## src/wsd_pkg.sv

```systemverilog
// Shared types and constants for the WebSocket frame deframer.
// Used by wsd_in_reg, wsd_parse and websocket_frame_deframer; depends on nothing.
package wsd_pkg;

   // Header store geometry: the longest header is 2 + 8 + 4 bytes
   localparam int HEADER_BYTES = 14;
   localparam int HDR_IDX_W    = 4;

   // Length codes carried in the low seven bits of header byte 1
   localparam logic [6:0] LEN_CODE_16 = 7'd126;
   localparam logic [6:0] LEN_CODE_64 = 7'd127;

   // Bit position of FIN in byte 0 and of MASK in byte 1
   localparam int FLAG_BIT = 7;

   // Reset values of the limit registers
   localparam logic [31:0] MAX_MESSAGE_RESET   = 32'd65536;
   localparam logic [15:0] MAX_FRAGMENTS_RESET = 16'd1024;

   // Configuration register indexes
   localparam int            CSR_INDEX_W       = 1;
   localparam logic [0:0]    CSR_MAX_MESSAGE   = 1'b0;
   localparam logic [0:0]    CSR_MAX_FRAGMENTS = 1'b1;

   // One result word
   typedef struct packed {
      logic [7:0] out_byte;
      logic       byte_valid;
      logic       frame_end;
      logic       message_end;
      logic       drop_connection;
   } result_type;

   // Limits as programmed through the configuration port
   typedef struct packed {
      logic [31:0] max_message;
      logic [15:0] max_fragments;
   } limits_type;

   // Parser status seen by the top level
   typedef struct packed {
      logic dropped;
      logic in_payload;
   } status_type;

endpackage

```

## src/websocket_frame_deframer.sv

```systemverilog
// WebSocket frame deframer, top level: ports, limit registers and checks.
// Depends on wsd_pkg, wsd_in_reg and wsd_parse.
//
// Usage: raw connection bytes enter on the req_ stream, one byte per word.
// Each frame header (2 to 14 bytes) is collected and gives no word, except
// for a zero-length frame, which yields one word with tlast set on its last
// header byte, and an oversized frame, which yields a drop word. Payload
// bytes come out unmasked on the rsp_ stream with tuser (byte valid) set
// and tlast on the last byte of a frame; tdata[8] marks the end of a
// message. When the message size or fragment limit is exceeded, tdata[9]
// is set and from then on every input byte yields a word that carries only
// that flag, until reset. Throughput: one byte per cycle unless rsp_
// stalls, set by the single pass between the input register and the result
// register; a stalled result register blocks the input register, which
// drops req_tready once full. Limits must be written on the csr_ port
// while the stream is idle; the block does not enforce it. Reset restores
// 65536 bytes and 1024 fragments and returns to header collection.
module websocket_frame_deframer #(
   parameter int SIZE_BITS = 32
) (
   input  logic        clock,
   input  logic        reset,
   // Input stream
   input  logic        req_tvalid,
   output logic        req_tready,
   input  logic [7:0]  req_tdata,   // [7:0] in_byte
   // Result stream
   output logic        rsp_tvalid,
   input  logic        rsp_tready,
   output logic [15:0] rsp_tdata,   // [7:0] out_byte, [8] message_end,
                                    // [9] drop_connection, [15:10] zero
   output logic        rsp_tuser,   // [0] byte_valid
   output logic        rsp_tlast,   // frame_end
   // Configuration write port
   input  logic                             csr_valid,
   output logic                             csr_ready,
   input  logic [wsd_pkg::CSR_INDEX_W-1:0]  csr_index,
   input  logic [31:0]                      csr_data
);
   import wsd_pkg::*;

   logic       in_valid;
   logic [7:0] in_byte;
   logic       in_take;
   limits_type limits_ff;
   result_type rsp;
   status_type status;

   // Limit registers
   assign csr_ready = 1'b1;

   always_ff @(posedge clock) begin
      if (reset) begin
         limits_ff.max_message   <= MAX_MESSAGE_RESET;
         limits_ff.max_fragments <= MAX_FRAGMENTS_RESET;
      end else if (csr_valid && csr_ready) begin
         unique case (csr_index)
            CSR_MAX_MESSAGE:   limits_ff.max_message   <= csr_data;
            CSR_MAX_FRAGMENTS: limits_ff.max_fragments <= csr_data[15:0];
            default: ;
         endcase
      end
   end

   wsd_in_reg u_in_reg (
      .clock      (clock),
      .reset      (reset),
      .req_tvalid (req_tvalid),
      .req_tready (req_tready),
      .req_tdata  (req_tdata),
      .in_valid   (in_valid),
      .in_byte    (in_byte),
      .in_take    (in_take)
   );

   wsd_parse #(
      .SIZE_BITS (SIZE_BITS)
   ) u_parse (
      .clock     (clock),
      .reset     (reset),
      .in_valid  (in_valid),
      .in_byte   (in_byte),
      .in_take   (in_take),
      .limits    (limits_ff),
      .rsp_valid (rsp_tvalid),
      .rsp_ready (rsp_tready),
      .rsp       (rsp),
      .status    (status)
   );

   // Pack the result word
   assign rsp_tdata = {6'd0, rsp.drop_connection, rsp.message_end, rsp.out_byte};
   assign rsp_tuser = rsp.byte_valid;
   assign rsp_tlast = rsp.frame_end;

   // Drop holds until reset
   a_drop_sticky: assert property (@(posedge clock) disable iff (reset)
      status.dropped |=> status.dropped)
      else $error("drop state cleared without reset");

   // A message end only comes with a frame end
   a_msg_end_frame: assert property (@(posedge clock) disable iff (reset)
      rsp_tvalid && rsp_tdata[8] |-> rsp_tlast)
      else $error("message end without frame end");

   // A payload byte carries a drop only when it closes its frame
   a_drop_on_payload: assert property (@(posedge clock) disable iff (reset)
      rsp_tvalid && rsp_tuser && rsp_tdata[9] |-> rsp_tlast)
      else $error("drop on a payload byte inside a frame");

endmodule

```

## src/wsd_in_reg.sv

```systemverilog
// Input register of the WebSocket frame deframer: holds one received byte.
// Depends on wsd_pkg (nothing used beyond the import).
module wsd_in_reg (
   input  logic       clock,
   input  logic       reset,
   input  logic       req_tvalid,
   output logic       req_tready,
   input  logic [7:0] req_tdata,
   output logic       in_valid,
   output logic [7:0] in_byte,
   input  logic       in_take
);
   import wsd_pkg::*;

   logic       valid_ff;
   logic [7:0] byte_ff;

   // Accept a new word when empty or when the held one moves on this cycle
   assign req_tready = !valid_ff || in_take;
   assign in_valid   = valid_ff;
   assign in_byte    = byte_ff;

   // Hold valid flag
   always_ff @(posedge clock) begin
      if (reset) begin
         valid_ff <= 1'b0;
      end else if (req_tready) begin
         valid_ff <= req_tvalid;
      end
   end

   // Capture the byte on acceptance
   always_ff @(posedge clock) begin
      if (req_tvalid && req_tready) begin
         byte_ff <= req_tdata;
      end
   end

endmodule

```

## src/wsd_parse.sv

```systemverilog
// Frame parser of the WebSocket deframer: header collection, length, size and
// fragment checks, payload unmasking and the result register. Depends on wsd_pkg.
module wsd_parse #(
   parameter int SIZE_BITS = 32
) (
   input  logic                clock,
   input  logic                reset,
   input  logic                in_valid,
   input  logic [7:0]          in_byte,
   output logic                in_take,
   input  wsd_pkg::limits_type limits,
   output logic                rsp_valid,
   input  logic                rsp_ready,
   output wsd_pkg::result_type rsp,
   output wsd_pkg::status_type status
);
   import wsd_pkg::*;

   // Header bytes of the current frame
   logic [7:0]           hdr_ff [HEADER_BYTES];
   logic [HDR_IDX_W-1:0] hdr_count_ff, hdr_count_in;
   logic                 in_payload_ff, in_payload_in;
   logic                 final_ff, final_in;
   logic                 masked_ff, masked_in;
   logic [31:0]          key_ff, key_in;
   logic [31:0]          flen_ff, flen_in;
   logic [SIZE_BITS-1:0] pos_ff, pos_in;
   logic [SIZE_BITS-1:0] msize_ff, msize_in;
   logic [15:0]          frag_ff, frag_in;
   logic                 dropped_ff, dropped_in;
   logic                 rsp_valid_ff;
   result_type           rsp_ff;

   logic                 fire;
   logic [HDR_IDX_W-1:0] hc_base, hc_new, need;
   logic [7:0]           view [HEADER_BYTES];
   logic [6:0]           code;
   logic                 masked_new, final_new;
   logic                 hdr_done;
   logic [31:0]          len32, key_new, room;
   logic                 len_hi_nz, too_big, zero_len;
   logic [31:0]          fin_len;
   logic                 fin_final;
   logic [SIZE_BITS-1:0] msize_sum, pos_next;
   logic [15:0]          frag_inc;
   logic                 frag_drop, pay_end, do_finish;
   logic [7:0]           key_byte;
   logic                 has_res;
   result_type           res;

   // Advance when a byte waits and the result register is free or draining
   assign fire    = in_valid && (!rsp_valid_ff || rsp_ready);
   assign in_take = fire;

   // Header view: stored bytes with the incoming byte in its slot
   always_comb begin
      hc_base = (hdr_count_ff >= HDR_IDX_W'(HEADER_BYTES)) ? '0 : hdr_count_ff;
      hc_new  = hc_base + HDR_IDX_W'(1);
      for (int i = 0; i < HEADER_BYTES; i++) begin
         view[i] = (HDR_IDX_W'(i) == hc_base) ? in_byte : hdr_ff[i];
      end
   end

   // Decode header layout
   always_comb begin
      code       = view[1][6:0];
      masked_new = view[1][FLAG_BIT];
      final_new  = view[0][FLAG_BIT];
      need       = HDR_IDX_W'(2);
      if (code == LEN_CODE_16) begin
         need = need + HDR_IDX_W'(2);
      end else if (code == LEN_CODE_64) begin
         need = need + HDR_IDX_W'(8);
      end
      if (masked_new) begin
         need = need + HDR_IDX_W'(4);
      end
      hdr_done = (hc_new >= HDR_IDX_W'(2)) && (hc_new >= need);
   end

   // Extract frame length and mask key
   always_comb begin
      priority if (code == LEN_CODE_16) begin
         len32     = {16'd0, view[2], view[3]};
         len_hi_nz = 1'b0;
         key_new   = {view[4], view[5], view[6], view[7]};
      end else if (code == LEN_CODE_64) begin
         len32     = {view[6], view[7], view[8], view[9]};
         len_hi_nz = |{view[2], view[3], view[4], view[5]};
         key_new   = {view[10], view[11], view[12], view[13]};
      end else begin
         len32     = {25'd0, code};
         len_hi_nz = 1'b0;
         key_new   = {view[2], view[3], view[4], view[5]};
      end
      if (!masked_new) begin
         key_new = '0;
      end
   end

   // Size check without wrap
   always_comb begin
      room     = limits.max_message - len32;
      too_big  = len_hi_nz || (len32 > limits.max_message)
                 || (64'(msize_ff) > 64'(room));
      zero_len = !len_hi_nz && (len32 == 32'd0);
   end

   // Frame completion bookkeeping, shared by zero-length and payload ends
   always_comb begin
      fin_len   = in_payload_ff ? flen_ff : len32;
      fin_final = in_payload_ff ? final_ff : final_new;
      msize_sum = SIZE_BITS'(64'(msize_ff) + 64'(fin_len));
      frag_inc  = (frag_ff == 16'hFFFF) ? frag_ff : frag_ff + 16'd1;
      frag_drop = !fin_final && (frag_inc >= limits.max_fragments);
   end

   // Payload unmasking and end detection
   always_comb begin
      unique case (pos_ff[1:0])
         2'd0: key_byte = key_ff[31:24];
         2'd1: key_byte = key_ff[23:16];
         2'd2: key_byte = key_ff[15:8];
         default: key_byte = key_ff[7:0];
      endcase
      pos_next = pos_ff + SIZE_BITS'(1);
      pay_end  = 64'(pos_next) >= 64'(flen_ff);
   end

   // Next state and result
   always_comb begin
      hdr_count_in  = hdr_count_ff;
      in_payload_in = in_payload_ff;
      final_in      = final_ff;
      masked_in     = masked_ff;
      key_in        = key_ff;
      flen_in       = flen_ff;
      pos_in        = pos_ff;
      msize_in      = msize_ff;
      frag_in       = frag_ff;
      dropped_in    = dropped_ff;
      do_finish     = 1'b0;
      has_res       = 1'b0;
      res           = '0;
      if (fire) begin
         if (dropped_ff) begin
            has_res             = 1'b1;
            res.drop_connection = 1'b1;
         end else if (!in_payload_ff) begin
            hdr_count_in = hc_new;
            if (hdr_done) begin
               final_in  = final_new;
               masked_in = masked_new;
               flen_in   = len32;
               key_in    = key_new;
               pos_in    = '0;
               priority if (too_big) begin
                  dropped_in          = 1'b1;
                  has_res             = 1'b1;
                  res.drop_connection = 1'b1;
               end else if (zero_len) begin
                  do_finish       = 1'b1;
                  has_res         = 1'b1;
                  res.frame_end   = 1'b1;
                  res.message_end = final_new;
               end else begin
                  in_payload_in = 1'b1;
               end
            end
         end else begin
            pos_in         = pos_next;
            has_res        = 1'b1;
            res.out_byte   = in_byte ^ (masked_ff ? key_byte : 8'd0);
            res.byte_valid = 1'b1;
            if (pay_end) begin
               do_finish       = 1'b1;
               res.frame_end   = 1'b1;
               res.message_end = final_ff;
            end
         end
         // Close the frame: grow or clear message size, count fragments
         if (do_finish) begin
            msize_in      = fin_final ? '0 : msize_sum;
            frag_in       = fin_final ? 16'd0 : frag_inc;
            hdr_count_in  = '0;
            in_payload_in = 1'b0;
            if (frag_drop) begin
               dropped_in          = 1'b1;
               res.drop_connection = 1'b1;
            end
         end
      end
   end

   // Parser state
   always_ff @(posedge clock) begin
      if (reset) begin
         hdr_count_ff  <= '0;
         in_payload_ff <= 1'b0;
         final_ff      <= 1'b0;
         masked_ff     <= 1'b0;
         key_ff        <= '0;
         flen_ff       <= '0;
         pos_ff        <= '0;
         msize_ff      <= '0;
         frag_ff       <= '0;
         dropped_ff    <= 1'b0;
      end else begin
         hdr_count_ff  <= hdr_count_in;
         in_payload_ff <= in_payload_in;
         final_ff      <= final_in;
         masked_ff     <= masked_in;
         key_ff        <= key_in;
         flen_ff       <= flen_in;
         pos_ff        <= pos_in;
         msize_ff      <= msize_in;
         frag_ff       <= frag_in;
         dropped_ff    <= dropped_in;
      end
   end

   // Header store: write the incoming header byte into its slot
   always_ff @(posedge clock) begin
      if (fire && !dropped_ff && !in_payload_ff) begin
         hdr_ff[hc_base] <= in_byte;
      end
   end

   // Result register
   always_ff @(posedge clock) begin
      if (reset) begin
         rsp_valid_ff <= 1'b0;
      end else if (fire) begin
         rsp_valid_ff <= has_res;
      end else if (rsp_ready) begin
         rsp_valid_ff <= 1'b0;
      end
   end

   always_ff @(posedge clock) begin
      if (fire && has_res) begin
         rsp_ff <= res;
      end
   end

   assign rsp_valid         = rsp_valid_ff;
   assign rsp               = rsp_ff;
   assign status.dropped    = dropped_ff;
   assign status.in_payload = in_payload_ff;

endmodule
```

## config.mk

```make
export PLATFORM = sky130hd
export DESIGN_NAME = websocket_frame_deframer
export DESIGN_NICKNAME = d
export VERILOG_FILES = /design/src/wsd_pkg.sv /design/src/websocket_frame_deframer.sv /design/src/wsd_in_reg.sv /design/src/wsd_parse.sv
export SDC_FILE = /design/constraint.sdc
export NUM_CORES = 1
export LEC_CHECK = 0
export BUFFER_PORTS_ARGS = -buffer_cell sky130_fd_sc_hd__buf_2
export CORE_MARGIN = 2
export CORE_UTILIZATION = 35
export DETAILED_ROUTE_END_ITERATION = 8
export GPL_ROUTABILITY_DRIVEN = 0
export GPL_TIMING_DRIVEN = 0
export HOLD_SLACK_MARGIN = 0.03
export MAX_ROUTING_LAYER = met4
export PLACE_DENSITY_LB_ADDON = 0.15
export SYNTH_ARGS = -nofsm -noshare
export SYNTH_HDL_FRONTEND = slang
export SYNTH_HIERARCHICAL = 1
export SYNTH_SLANG_ARGS = --single-unit
```

## constraint.sdc

```tcl
create_clock -name clock -period 8.6 [get_ports clock]
set_input_delay 1.72 -clock clock [delete_from_list [all_inputs] [get_ports clock]]
set_output_delay 1.72 -clock clock [all_outputs]
set_load 0.02 [all_outputs]
```

==> results of run 1 <==
==> through the flow <==
stage,hold WS (ns),setup TNS (ns),util
2_1_floorplan,0.4313,0,-
3_3_place_gp,0.4414,-72.83,0.3767
3_5_place_dp,0.4459,-68.26,0.3771
4_1_cts,0.4538,0,0.4026
5_1_grt,0.4671,-0.05193,0.4046
6_report,0.4520,0,0.4046
==> routing by layer <==
metal | GRT usage | vias up | share of wire
met1 | 0.3052 | 9093 | 0.43
li1 | - | 9089 | -
met2 | 0.3873 | 708 | 0.46
met4 | 0.09524 | 0 | 0.042
met3 | 0.02947 | 175 | 0.065
met5 | - | - | 0
==> where the power goes <==
| part | internal, mW | switching (mW) |
|---|---|---|
| logic | 0.173 | 0.309 |
| clock network | 1.11 | 0.694 |
| registers | 1.63 | 0.0179 |
| total | 2.91 | 1.02 |
==> repair_timing <==
action | 4_1_cts | 5_1_grt
setup endpoints to repair | 69 | 65
buffers inserted | 6 | 3
gates resized for setup | 19 | 31
pin swaps | 0 | 3
==> how the worst max path moves through the flow <==
| stage | from | end | slack, ns | cells past startpoint |
|---|---|---|---|---|
| final | u_parse/hdr_count_ff[2] | u_parse/msize_ff[26] | 0.35 | 30 |
| after detailed placement | u_in_reg/in_byte[0] | u_parse/msize_ff[26] | -1.30 | 28 |
| after global placement | u_in_reg/in_byte[0] | u_parse/msize_ff[26] | -1.37 | 28 |
| after floorplan | u_parse/hdr_count_ff[1] | u_parse/msize_ff[19] | 1.44 | 32 |
| after global routing | u_parse/hdr_count_ff[2] | u_parse/msize_ff[19] | -0.01 | 31 |
| after CTS | u_parse/hdr_count_ff[1] | u_parse/msize_ff[26] | 0.03 | 30 |
==> worst max-delay path: cells and delay by family, from the launching register on <==
family	cells	cell delay, ns
AOI/OAI and AO/OA	10	2.63
xor gates and xnor gates	1	0.17
adders and majority gates	2	0.65
buffers and inverters	6	1.31
DFF	1	0.32
muxes	1	0.36
and+or+nand+nor	10	2.72
==> area by class of cell <==
class | count | share of cell area
repair buffers | 68 | 0.01543
multi-input cells | 1868 | 0.5186
clock buffers | 51 | 0.04607
inverters | 85 | 0.01349
clock inverters | 19 | 0.01203
flip-flops and latches | 327 | 0.3259
plain buffers | 148 | 0.02808
well taps | 773 | 0.04042
==> state kept, by name, summed over array words and instances, names as in the netlist <==
name / flops
u_parse/masked_ff: 1
u_parse/key_ff: 32
u_parse/hdr_ff: 105
u_parse/final_ff: 1
u_parse/pos_ff: 32
u_parse/dropped_ff: 1
u_parse/flen_ff: 32
u_parse/hdr_count_ff: 4
u_parse/rsp_valid: 1
u_parse/frag_ff: 16
u_parse/in_payload_ff: 1
u_parse/rsp: 12
u_in_reg/in_byte: 8
u_parse/msize_ff: 32
limits_ff: 48
u_in_reg/in_valid: 1
==> impl_metrics.csv, run 1 <==
group,metric,value,unit
flow_run,drv_cap,0,
floorplan,chipWidth,249.0,um
cts,clk_pin_slew,0.06,ns
global_routing,antenna_found_initial,1,
placed_design,dpl-instance-area,0.02230,mm^2
placed_design,pre_cts_ws,-1.297,ns
floorplan,die_area,0.06199,mm^2
setup_path,rrSetupSlack,0.35,ns
global_routing,grt-ovfl-total,0,
setup_path,crit_fanout,10,
worst_hold_path,min-delay-start,"u_parse/key_ff[3]",
cells_and_area,area_growth,13.91,%
cts,cts_tree,"built",
cts,clockBufferDepth,3,
cells_and_area,final_area,0.02393,mm^2
cells_and_area,final_common_cell,"nand2_1",
timing,setup_violations,0,
power_and_ir_drop,power_density,164.5,mW/mm^2
setup_path,r2r_cells,30,
timing,slew_violations,0,
worst_hold_path,hold_end,"u_parse/key_ff[3]",
cts,cts_made_buffers,39,
detailed_routing,ant_nets,0,
logic_synthesis,synth.avg_cell_area,8.669,um^2
cells_and_area,layout_common_cells,"236 x nand2_1, 223 x nor2_1, 202 x dfxtp_1, 194 x a21oi_1, 150 x ha_1",
placed_design,io_buffers,57,
detailed_routing,drc_errors,0,
worst_hold_path,holdPathStages,2,
outcome,status,"complete, no violations",
setup_path,crit_path_end_kind,"flop",
floorplan,rows,89,
cells_and_area,seq_area,0.007797,mm^2
timing,slew_headroom,0.1402,
setup_path,r2r-start,"u_parse/hdr_count_ff[2]",
global_routing,grt_pass1_vias,18700,
timing,fin_skew,0.02854,ns
global_routing,grt_pass1_wl,111800,um
detailed_routing,drtPass1Iterations,8,
placed_design,dp_cells,3259,
timing,fmax,0.1212,GHz
logic_synthesis,netlist_area,0.02101,mm^2
cts,clkLatencyLatePin,0.58,ns
cts,cts_num_sinks,327,
cts,cts_max_level,2,
power_and_ir_drop,finalPower,3.935,mW
cts,root_buffer,"clkbuf_16",
cells_and_area,drive_gt1_frac,0.09080,
setup_path,critPathKind,"flop to flop",
detailed_routing,routed_wirelength,73680,um
cts,hold_buffers,0,
floorplan,ios,67,
detailed_routing,num_vias,19065,
placed_design,dpl.hpwl,56020,um
floorplan,core,0.05913,mm^2
detailed_routing,drtIter0Drc,1990,
timing,period_minus_slack,8.249,ns
setup_path,critical_path_arrival,8.75,ns
setup_path,r2r_end,"u_parse/msize_ff[26]",
setup_path,crit_path_max_incr_delay,0.54,ns
timing,period_share,0.9592,
global_routing,grt_use_total,0.2397,
cells_and_area,multiInputGateArea,0.01241,mm^2
power_and_ir_drop,vdd_drop_max,0.1719,mV
cells_and_area,final_nets,2734,
power_and_ir_drop,p_leak,9.427,nW
logic_synthesis,syn_inst,2423,
logic_synthesis,yosysWarnings,6,
cells_and_area,fillers,6011,
setup_path,slowest_stage,"o311ai_1",
cells_and_area,stdcell_count,3339,
detailed_routing,post_drt_wl_per_cell,22.07,um
setup_path,required,9.10,ns
cells_and_area,n_antenna_cell,0,
floorplan,fp.dieH,249.0,um
detailed_routing,avgViaCountPerCell,5.710,
timing,worst_pin_slew,1.280,ns
setup_path,cp-start-kind,"flop",
floorplan,initial_core_util,0.3552,
global_routing,grt_start_max_net_pins,19,
worst_hold_path,hp-class,"flop to flop",
timing,finalHoldViolCount,0,
timing,layout_setup_ws,0.3506,ns
Note: power is estimated with default switching activity, not from simulation.
==> inputs of run 2 (changes only) <==
ABC_AREA = 1   (was unset)
BUFFER_PORTS_ARGS = unset   (was -buffer_cell sky130_fd_sc_hd__buf_2)
DONT_BUFFER_PORTS = 1   (was unset)
SETUP_SLACK_MARGIN = 0.02   (was unset)
==> impl_metrics.csv, run 2 <==
group,metric,value,unit
outcome,status,"complete, no violations",
placed_design,dp_cells,3711,
timing,slew_headroom,0.1880,
setup_path,cp-start-kind,"flop",
global_routing,grt_start_max_net_pins,22,
timing,fmax,0.1220,GHz
detailed_routing,drc_errors,0,
detailed_routing,routed_wirelength,74100,um
cells_and_area,n_antenna_cell,0,
timing,slew_violations,0,
detailed_routing,post_drt_wl_per_cell,19.55,um
power_and_ir_drop,power_density,161.1,mW/mm^2
floorplan,chipWidth,250.2,um
cts,cts_tree,"built",
cts,root_buffer,"clkbuf_16",
placed_design,dpl-instance-area,0.02221,mm^2
cells_and_area,final_nets,3177,
cts,clockBufferDepth,3,
global_routing,grt_pass1_wl,111000,um
logic_synthesis,netlist_area,0.02121,mm^2
power_and_ir_drop,netSwitchingPower,1.053,mW
cells_and_area,final_common_cell,"nand2_1",
cts,cts_max_level,2,
floorplan,ios,67,
cells_and_area,final_area,0.02357,mm^2
setup_path,slowest_stage,"o21ai_0",
power_and_ir_drop,cell_internal_pwr,2.745,mW
cts,clk_pin_slew,0.06,ns
timing,period_minus_slack,8.195,ns
cts,hold_buffers,0,
timing,fin_skew,0.02696,ns
setup_path,cp_top_family,"simple AND/OR/NAND/NOR gates",
cells_and_area,fillers,6451,
setup_path,critical_path_arrival,8.65,ns
cells_and_area,layout_common_cells,"694 x nand2_1, 346 x inv_1, 286 x nor2_1, 255 x a21oi_1, 209 x o21ai_0",
worst_hold_path,hp-class,"flop to flop",
global_routing,grt-ovfl-total,0,
cells_and_area,utilization,0.3920,
floorplan,core,0.06013,mm^2
setup_path,crit_path_end_kind,"flop",
power_and_ir_drop,p_comb_frac,0.126,
timing,rsz0062_at_grt,"false",
power_and_ir_drop,p_leak,10.16,nW
setup_path,critPathKind,"flop to flop",
floorplan,initial_core_util,0.3527,
placed_design,dpl.hpwl,58080,um
cells_and_area,drive_gt1_frac,0.05916,
power_and_ir_drop,finalPower,3.798,mW
cells_and_area,area_growth,11.14,%
power_and_ir_drop,vdd_drop_max,0.1546,mV
detailed_routing,drtPass1Iterations,7,
logic_synthesis,synth.avg_cell_area,7.256,um^2
floorplan,rows,90,
cts,clkLatencyLatePin,0.58,ns
setup_path,crit_fanout,11,
detailed_routing,num_vias,20079,
timing,period_share,0.9529,
placed_design,io_buffers,0,
timing,finalHoldViolCount,0,
global_routing,grt_use_total,0.2369,
power_and_ir_drop,clockPowerShare,0.437,
setup_path,critical-path-top-cell-by-count,"nand2_1",
cells_and_area,stdcell_count,3791,
cells_and_area,reg_top3,"u_parse/hdr_ff: 105 flops, limits_ff: 48 flops",
timing,setup_violations,0,
global_routing,grt_pass1_vias,18429,
cells_and_area,largest_register_ffs,105,
cts,cts_made_buffers,40,
logic_synthesis,yosysWarnings,6,
floorplan,die_area,0.06258,mm^2
cells_and_area,top_register,"u_parse/hdr_ff",
timing,worst_pin_slew,1.205,ns
setup_path,path_buf_inv,6,
power_and_ir_drop,seq_power_share,0.437,
flow_run,drv_cap,0,
detailed_routing,ant_nets,0,
cts,cts_num_sinks,327,
detailed_routing,drtIter0Drc,1998,
setup_path,crit_path_max_incr_delay,0.97,ns
global_routing,antenna_found_initial,1,
floorplan,fp.dieH,250.2,um
detailed_routing,avgViaCountPerCell,5.296,
power_and_ir_drop,switching_share,0.2773,
logic_synthesis,syn_inst,2923,
setup_path,required,9.05,ns
==> run 2: worst reg2reg max path: cells and delay by family, from the launching register on <==
kind / cells / cell delay, ns
and+or+nand+nor: 18 / 2.68
AOI/OAI and AO/OA: 7 / 2.49
buffers and inverters: 6 / 1.41
DFF: 1 / 0.78
adders and majority gates: 2 / 0.72
==> run 2: routing by layer <==
metal  vias to the layer above  GRT usage  wire (um)
li1                       9852          -          -
met1                      9363     0.3105      32710
met2                       699     0.3743      33440
met3                       165    0.02972       4832
met4                         0    0.08811       3119
met5                         -          -          0
==> run 2: path summary, 6_finish.rpt <==
check | from | endpoint | slack [ns] | cells past startpoint
max | u_in_reg/in_byte[1] | u_parse/in_payload_ff | 0.41 | 33
min | u_parse/flen_ff[26] | u_parse/flen_ff[26] | 0.46 | 2
max reg2reg | u_in_reg/in_byte[1] | u_parse/in_payload_ff | 0.41 | 33
min reg2reg | u_parse/flen_ff[26] | u_parse/flen_ff[26] | 0.46 | 2
==> run 2: cell type report <==
class | instances | area (um^2) | share of cell area
Buffer | 124 | 585.6 | 0.02484
Clock buffer | 52 | 1056 | 0.04480
Clock inverter | 19 | 203.9 | 0.008653
Inverter | 358 | 1349 | 0.05722
Multi-Input combinational cell | 2119 | 11500 | 0.4881
Sequential cell | 327 | 7797 | 0.3308
Tap cell | 782 | 978.4 | 0.04151
Timing Repair Buffer | 10 | 96.34 | 0.004087
==> run 2: what timing repair did <==
action                                  in CTS  in global routing
endpoints found under the setup margin       8                 67
gates cloned                                 0                  0
buffers inserted                             0                  9
resized for setup                            1                  1
==> run 2: stage by stage <==
stage / setup slack, ns / setup TNS [ns] / hold WS [ns]
final: 0.4053 / 0 / 0.4640
after CTS: 0.2092 / 0 / 0.4666
after global routing: 0.03025 / 0 / 0.4795
after global placement: 0.04528 / 0 / 0.4518
after floorplan: 3.239 / 0 / 0.4406
after detailed placement: -0.009128 / -0.009128 / 0.4571
==> run 2: power by group through the flow <==
| stage | Sequential (mW) | Combinational (mW) | Clock [mW] |
|---|---|---|---|
| after global placement | 1.70 | 0.451 | 0 |
| after detailed placement | 1.70 | 0.459 | 0 |
| final | 1.66 | 0.480 | 1.66 |
| after global routing | 1.66 | 0.534 | 1.76 |
| after CTS | 1.66 | 0.461 | 1.70 |
| after floorplan | 1.68 | 0.328 | 0 |
